File: config.mk
export PLATFORM = sky130hd
export DESIGN_NAME = wrist_gesture_detector_unit
export DESIGN_NICKNAME = d
export VERILOG_FILES = /design/src/rtl/core/wgd_pkg.sv /design/src/rtl/core/wgd_average.sv /design/src/rtl/core/wgd_eval.sv /design/src/rtl/core/wrist_gesture_detector_unit.sv
export SDC_FILE = /design/constraint.sdc
export NUM_CORES = 2
export LEC_CHECK = 0
export BUFFER_PORTS_ARGS = -buffer_cell sky130_fd_sc_hd__buf_4
export CORE_MARGIN = 2
export CORE_UTILIZATION = 50
export CTS_CLUSTER_DIAMETER = 40
export CTS_CLUSTER_SIZE = 24
export DETAILED_ROUTE_END_ITERATION = 10
export PLACE_DENSITY = 0.65
export SYNTH_ARGS = -nofsm -noshare
export SYNTH_HDL_FRONTEND = slang
export SYNTH_HIERARCHICAL = 1
export SYNTH_SLANG_ARGS = --single-unit
File: constraint.sdc
create_clock -name clk -period 13.7 [get_ports clk]
set_input_delay 1.37 -clock clk [delete_from_list [all_inputs] [get_ports clk]]
set_output_delay 1.37 -clock clk [all_outputs]
set_load 0.005 [all_outputs]
File: src/rtl/core/wgd_pkg.sv
// shared types, constants and register codes of the wrist gesture detector
package wgd_pkg;

	localparam int SAMPLE_W        = 16;
	localparam int THRESH_W        = 16;
	localparam int TREND_W         = 4;
	localparam int CFG_IDX_W       = 2;
	localparam int CFG_DATA_W      = 16;
	localparam int WINDOW_LEN_DEF  = 14;
	localparam int AVG_TAPS_DEF    = 5;

	localparam logic [THRESH_W-1:0] RANGE_THRESHOLD_RST = THRESH_W'(4000);
	localparam logic [TREND_W-1:0]  MIN_TREND_COUNT_RST = TREND_W'(9);
	localparam logic                DIRECTION_RST       = 1'b0;

	typedef enum logic [CFG_IDX_W-1:0] {
		REG_RANGE_THRESHOLD = 2'd0,
		REG_MIN_TREND_COUNT = 2'd1,
		REG_DIRECTION       = 2'd2
	} cfg_reg_t;

	typedef struct packed {
		logic [THRESH_W-1:0] range_threshold;
		logic [TREND_W-1:0]  min_trend_count;
		logic                direction;
	} cfg_t;

endpackage

File: src/rtl/core/wgd_average.sv
// negation and moving average of the incoming samples
module wgd_average import wgd_pkg::*; #(
	parameter int AVG_TAPS = AVG_TAPS_DEF
) (
	input  logic                       clk,
	input  logic                       arst_n,
	input  logic signed [SAMPLE_W-1:0] sample,
	input  logic                       shift,
	output logic signed [SAMPLE_W-1:0] mean
);

	localparam int LOG_TAPS = $clog2(AVG_TAPS);
	localparam int SUM_W    = SAMPLE_W + LOG_TAPS;
	localparam int K        = SUM_W + LOG_TAPS;
	localparam int RECIP    = ((1 << K) + AVG_TAPS - 1) / AVG_TAPS;
	localparam int PROD_W   = SUM_W + K + 1;

	logic signed [SAMPLE_W-1:0] neg;
	logic signed [SUM_W-1:0]    sum;
	logic                       sum_neg;
	logic [SUM_W-1:0]           mag;
	logic [PROD_W-1:0]          prod;
	logic [SAMPLE_W-1:0]        quot;

	// negate with wrap, most negative value maps to itself
	assign neg = SAMPLE_W'(-sample);

	generate
		if (AVG_TAPS > 1) begin : g_hist
			logic signed [SAMPLE_W-1:0] hist_q [AVG_TAPS-1];

			always_ff @(posedge clk or negedge arst_n) begin
				if (!arst_n) begin
					for (int i = 0; i < AVG_TAPS - 1; i++) hist_q[i] <= '0;
				end else if (shift) begin
					hist_q[0] <= neg;
					for (int i = 1; i < AVG_TAPS - 1; i++) hist_q[i] <= hist_q[i-1];
				end
			end

			always_comb begin
				sum = SUM_W'(neg);
				for (int i = 0; i < AVG_TAPS - 1; i++) sum = sum + SUM_W'(hist_q[i]);
			end
		end else begin : g_nohist
			assign sum = SUM_W'(neg);
		end
	endgenerate

	// divide by the tap count through a reciprocal, truncating toward zero
	assign sum_neg = sum[SUM_W-1];
	assign mag     = sum_neg ? SUM_W'(-sum) : SUM_W'(sum);
	assign prod    = PROD_W'(mag) * PROD_W'(RECIP);
	assign quot    = prod[K +: SAMPLE_W];
	assign mean    = sum_neg ? SAMPLE_W'(-quot) : SAMPLE_W'(quot);

endmodule

File: src/rtl/core/wgd_eval.sv
// trend count and range test over the window of means
module wgd_eval import wgd_pkg::*; #(
	parameter int WINDOW_LEN = WINDOW_LEN_DEF
) (
	input  logic signed [SAMPLE_W-1:0] win [WINDOW_LEN],
	input  cfg_t                       cfg,
	output logic                       hit
);

	localparam int CNT_W = $clog2(WINDOW_LEN);
	localparam int CMP_W = (CNT_W > TREND_W) ? CNT_W : TREND_W;
	localparam int LVL   = $clog2(WINDOW_LEN);
	localparam int NODES = 1 << LVL;

	logic [WINDOW_LEN-2:0]      mono;
	logic [CNT_W-1:0]           count;
	logic signed [SAMPLE_W-1:0] hi_t [LVL+1][NODES];
	logic signed [SAMPLE_W-1:0] lo_t [LVL+1][NODES];
	logic [SAMPLE_W:0]          span;

	always_comb begin
		for (int i = 0; i < WINDOW_LEN - 1; i++) begin
			mono[i] = cfg.direction ? (win[i+1] < win[i]) : (win[i+1] > win[i]);
		end
	end

	assign count = CNT_W'($countones(mono));

	// max and min tree, spare leaves repeat the oldest entry
	always_comb begin
		for (int l = 0; l <= LVL; l++) begin
			for (int n = 0; n < NODES; n++) begin
				hi_t[l][n] = '0;
				lo_t[l][n] = '0;
			end
		end
		for (int n = 0; n < NODES; n++) begin
			hi_t[0][n] = (n < WINDOW_LEN) ? win[n] : win[0];
			lo_t[0][n] = (n < WINDOW_LEN) ? win[n] : win[0];
		end
		for (int l = 0; l < LVL; l++) begin
			for (int n = 0; n < (NODES >> (l + 1)); n++) begin
				hi_t[l+1][n] = (hi_t[l][2*n+1] > hi_t[l][2*n]) ? hi_t[l][2*n+1] : hi_t[l][2*n];
				lo_t[l+1][n] = (lo_t[l][2*n+1] < lo_t[l][2*n]) ? lo_t[l][2*n+1] : lo_t[l][2*n];
			end
		end
	end

	assign span = (SAMPLE_W+1)'({hi_t[LVL][0][SAMPLE_W-1], hi_t[LVL][0]}
		- {lo_t[LVL][0][SAMPLE_W-1], lo_t[LVL][0]});

	assign hit = (CMP_W'(count) >= CMP_W'(cfg.min_trend_count))
		&& (span > (SAMPLE_W+1)'(cfg.range_threshold));

endmodule

File: src/rtl/core/wrist_gesture_detector_unit.sv
// wrist raise / turn detector top level: config, pipeline and window
// an accepted sample is registered in sample_s1, then mean_s2, then the output register
// throughput: one sample per cycle while m_tready does not stall the output, set by the window update and evaluation
// the window is tested while the mean that entered it is held in stage two, and cleared on a detection
// reset: asynchronous active low, clears history, window, pipeline valids and loads
// register defaults (threshold 4000, trend count 9, raise mode)
module wrist_gesture_detector_unit import wgd_pkg::*; #(
	parameter int WINDOW_LEN = WINDOW_LEN_DEF,
	parameter int AVG_TAPS   = AVG_TAPS_DEF
) (
	input  logic                  clk,
	input  logic                  arst_n,
	input  logic                  cfg_we,
	input  logic [CFG_IDX_W-1:0]  cfg_index,
	input  logic [CFG_DATA_W-1:0] cfg_wdata,
	input  logic                  s_tvalid,
	output logic                  s_tready,
	input  logic [15:0]           s_tdata,  // [15:0] sample
	output logic                  m_tvalid,
	input  logic                  m_tready,
	output logic [15:0]           m_tdata,  // [15:0] smoothed
	output logic                  m_tuser   // [0] detected
);

	cfg_t                       cfg_q;
	logic signed [SAMPLE_W-1:0] sample_s1;
	logic                       valid_s1;
	logic signed [SAMPLE_W-1:0] mean;
	logic signed [SAMPLE_W-1:0] mean_s2;
	logic                       valid_s2;
	logic signed [SAMPLE_W-1:0] window_q [WINDOW_LEN];
	logic signed [SAMPLE_W-1:0] window_d [WINDOW_LEN];
	logic                       hit;
	logic                       en1, en2, en3, shift, clear;
	logic                       out_valid_q, detected_q;
	logic signed [SAMPLE_W-1:0] smoothed_q;

	always_ff @(posedge clk or negedge arst_n) begin
		if (!arst_n) begin
			cfg_q.range_threshold <= RANGE_THRESHOLD_RST;
			cfg_q.min_trend_count <= MIN_TREND_COUNT_RST;
			cfg_q.direction       <= DIRECTION_RST;
		end else if (cfg_we) begin
			unique case (cfg_index)
				REG_RANGE_THRESHOLD: cfg_q.range_threshold <= cfg_wdata[THRESH_W-1:0];
				REG_MIN_TREND_COUNT: cfg_q.min_trend_count <= cfg_wdata[TREND_W-1:0];
				REG_DIRECTION:       cfg_q.direction       <= cfg_wdata[0];
				default: ;
			endcase
		end
	end

	// stall chain from the output back to the input
	assign en3      = !out_valid_q || m_tready;
	assign en2      = !valid_s2 || en3;
	assign en1      = !valid_s1 || en2;
	assign s_tready = en1;
	assign shift    = valid_s1 && en2;
	assign clear    = valid_s2 && hit;

	wgd_average #(.AVG_TAPS(AVG_TAPS)) u_average (
		.clk    (clk),
		.arst_n (arst_n),
		.sample (sample_s1),
		.shift  (shift),
		.mean   (mean)
	);

	wgd_eval #(.WINDOW_LEN(WINDOW_LEN)) u_eval (
		.win (window_q),
		.cfg (cfg_q),
		.hit (hit)
	);

	// pending detection clears the window before the next mean shifts in
	always_comb begin
		for (int i = 0; i < WINDOW_LEN; i++) window_d[i] = clear ? '0 : window_q[i];
		if (shift) begin
			for (int i = 0; i < WINDOW_LEN - 1; i++) window_d[i] = clear ? '0 : window_q[i+1];
			window_d[WINDOW_LEN-1] = mean;
		end
	end

	always_ff @(posedge clk or negedge arst_n) begin
		if (!arst_n) begin
			valid_s1    <= 1'b0;
			valid_s2    <= 1'b0;
			out_valid_q <= 1'b0;
			for (int i = 0; i < WINDOW_LEN; i++) window_q[i] <= '0;
		end else begin
			if (en1) valid_s1 <= s_tvalid;
			if (en2) valid_s2 <= valid_s1;
			if (en3) out_valid_q <= valid_s2;
			if (shift || (clear && en3)) begin
				for (int i = 0; i < WINDOW_LEN; i++) window_q[i] <= window_d[i];
			end
		end
	end

	always_ff @(posedge clk) begin
		if (s_tvalid && en1) sample_s1 <= s_tdata;
		if (shift) mean_s2 <= mean;
		if (en3 && valid_s2) begin
			detected_q <= hit;
			smoothed_q <= mean_s2;
		end
	end

	assign m_tvalid = out_valid_q;
	assign m_tdata  = smoothed_q;
	assign m_tuser  = detected_q;

endmodule
==> results.txt <==
* Status: finished, violations left
- Violated checks: negative setup slack
- Global routing used 31.27% of the available tracks across all layers.
- Actual slew at the worst max-slew pin: 1.220 ns
- Number of antenna-violating nets in the routed design: 0
- Static timing analysis puts the maximum clock frequency at 0.07289 GHz.
* Setup TNS Final: -0.1030 ns
- For this block, the routed nets add up to 134300 um of wire.
- Skew-Pair Late Insertion Delay: 0.65 ns
- The tree is rooted in a sky130_fd_sc_hd__clkbuf_16.
- Post-DR vias/cell: 5.810
- Setup repair after global routing could not meet its margin everywhere.
* Final setup viols: 11
- At the end of the flow, the number of nets in the layout was 5916.
- The first routing iteration left 2492 violations.
* Gpl congestion: 1.008
- Among all flip-flop cells after synthesis, the most frequent one is sky130_fd_sc_hd__dfrtp_1.
* Max clock buf depth: 3
- The H-tree generated during clock tree synthesis spans 3 levels.
* Estimated wirelength of the detail-placed design: 103200 um
- Post-synth top area share: 19.30%
- Worst min-delay path category: flop to flop
- The floorplan has 103 rows.
- Mapped Area: 39610 um^2
* Reported max-cap violation count: 0
* Ratio of final minimum period to clock period: 100.1%
* Most numerous cell on the critical path: sky130_fd_sc_hd__buf_4
- Dominant delay contributor by cell family on the critical path: compound AO/OA/AOI/OAI gates
- The clock drives 361 sinks.
- Endpoint arrival time on the critical path: 14.28 ns
- The die covers 81480 um^2.
- Post-synth top area cell: sky130_fd_sc_hd__ha_1
- In this design, the stage delay of the slowest critical-path cell is 0.43 ns.
- Measured along the y axis, the die boundary spans 285.4 um.
- Crit path max-delay cell type: sky130_fd_sc_hd__mux2_4
- In the synthesized netlist, the cells that appear most often are sky130_fd_sc_hd__inv_1, sky130_fd_sc_hd__ha_1, sky130_fd_sc_hd__a21oi_1.
* Grt total ovfl: 0
* Vias after detailed routing: 36120
- Area growth from synthesis to layout: 28.46%
- Most frequent cell after synthesis: sky130_fd_sc_hd__inv_1
* Final setup skew: 0.04838 ns
- Number of ports placed on the die boundary: 58
- Final Max Slew Viols: 0
* Slew headroom: 18.30%
- In the routed design, unresolved DRC markers number 0.
* Largest net degree at the start of global routing: 83
- By area the synthesized netlist is led by sky130_fd_sc_hd__ha_1, sky130_fd_sc_hd__dfrtp_1, sky130_fd_sc_hd__fa_1.
- Post-layout worst setup margin: -0.01843 ns
- Critical path buffer and inverter count: 16
* Reg clk slew, reported paths: 0.05 ns
* Horiz. Die Dim: 285.4 um
- Register area share after synthesis: 23.45%
* Average wire length per cell after detail routing: 21.61 um
- Antenna violations before repair: 0
- The repair_antennas step left the layout with diodes totalling 0.
- Synthesized instance count: 4425
- Final-report hold violation count: 0
- Fraction of synthesis flops using an asynchronous set or reset pin: 86.43%
* Required time worst endpoint: 14.26 ns
- The worst setup path is launched from a flop.
- The number of nets handed over by synthesis was 5233.
* Global-route wire length before repair: 198600 um
- EDFF count, synth: 49
- Total CTS buffers: 70
- Placeable core region: 78740 um^2
* Post-synth cell types: 111
- The first detailed-routing pass took 6 iterations.
- For this configuration, the core starts out at a cell density of 50.30%.
- Share of layout cells above drive strength 1: 23.58%
* Post-synthesis sequential element count: 361
- Post-layout min period: 13.72 ns
- Number of warnings reported in the yosys synthesis log: 6
* CTS tree: done
* Type of destination of the critical path: flop
* Count of input and output buffers: 57
* Critical path fanouts, max: 8
- The via count of the first global-routing pass was 35560.
- Each instance of the synthesized netlist takes up on average 8.950 um^2.
- Class of the most critical setup path: flop to flop
==> layer usage <==
layer | global-route usage [%] | vias up | wire [um]
met3 | 3.086 | 399 | 6309
li1 | - | 17100 | -
met1 | 38.03 | 17450 | 54070
met2 | 54.25 | 1172 | 65140
met5 | 0 | - | 0
met4 | 17.67 | 0 | 8814
==> repair_timing <==
action	CTS	global route
hold buffers	0	0
gates cloned	7	36
hold endpoints to repair	0	0
setup endpoints to repair	225	234
gates resized for setup	92	237
pin swaps	29	122
setup buffers	27	38
==> path summary, 6_finish.rpt <==
check | end | cells after the start | startpoint | slack, ns
setup / recovery | window_q[195] | 80 | window_q[18] | -0.02
hold / removal | m_tdata[9] | 0 | mean_s2[9] | 0.42
setup reg to reg | window_q[195] | 80 | window_q[18] | -0.02
hold reg to reg | m_tdata[9] | 0 | mean_s2[9] | 0.42
max in group asynchronous | window_q[62] | 4 | arst_n | 10.22
min in group asynchronous | window_q[191] | 1 | arst_n | 0.71
==> stage by stage <==
stage	hold WS, ns	utilization [%]	setup slack (ns)	area (um^2)	cells
global placement	0.4073	57.67	-0.7203	45410	5983
floorplan	0.4003	-	0.01053	39630	4425
global route	0.4237	64.61	-0.8180	50880	6216
finish	0.4165	64.61	-0.01843	50880	6216
detailed placement	0.4054	57.67	-0.9267	45410	5983
CTS	0.4178	61.98	0.01554	48800	6147
==> registers in the layout, indices dropped and copies added (netlist names), 16 cells and up <==
name and cells:
sample_s1 16, m_tdata 16, window_q 224, cfg_q 21
u_average/g_hist.hist_q 64, mean_s2 16
==> area by class of cell <==
| cell class | count | area (um^2) |
|---|---|---|
| inverter | 679 | 2549 |
| tap | 1050 | 1314 |
| sequential | 361 | 9289 |
| multi-input combinational | 3232 | 28230 |
| timing repair buffer | 764 | 6904 |
| clock inverter | 49 | 735.7 |
| clock buffer | 81 | 1853 |
| fill | 6482 | 27870 |
==> cell families after synthesis <==
group / Yosys count / synth area share (%)
DFF: 361 / 23.45
AOI/OAI and AO/OA: 1176 / 20.06
other: 1 / 0.009468
xor gates and xnor gates: 90 / 2.044
buffers and inverters: 835 / 8.460
adders and majority gates: 770 / 27.31
muxes: 259 / 6.912
and+or+nand+nor: 933 / 11.74
==> cells in the final DEF (no fill, tap or decap), types with 22 or more instances in the layout <==
master	n
sky130_fd_sc_hd__dfrtp_1	304
sky130_fd_sc_hd__ha_1	597
sky130_fd_sc_hd__a21oi_1	331
sky130_fd_sc_hd__nand2_1	164
sky130_fd_sc_hd__inv_1	673
sky130_fd_sc_hd__a21o_1	117
sky130_fd_sc_hd__xnor2_1	52
sky130_fd_sc_hd__a22o_1	226
sky130_fd_sc_hd__fa_1	157
sky130_fd_sc_hd__mux2_2	78
sky130_fd_sc_hd__o21ai_1	31
sky130_fd_sc_hd__nand3_1	79
sky130_fd_sc_hd__o31ai_1	24
sky130_fd_sc_hd__a21oi_2	57
sky130_fd_sc_hd__edfxtp_1	49
sky130_fd_sc_hd__buf_4	659
sky130_fd_sc_hd__o21ai_0	137
sky130_fd_sc_hd__mux2i_1	123
sky130_fd_sc_hd__xor2_1	26
sky130_fd_sc_hd__nand2b_1	49
sky130_fd_sc_hd__clkbuf_16	95
sky130_fd_sc_hd__nor3_1	35
sky130_fd_sc_hd__buf_6	28
sky130_fd_sc_hd__mux2_1	22
sky130_fd_sc_hd__nor2_1	305
sky130_fd_sc_hd__nor2b_1	44
sky130_fd_sc_hd__o21a_1	46
sky130_fd_sc_hd__nand4_1	88
Power is not shown: default switching activity piles up to over one toggle a cycle in this logic, so the estimate is an artifact.
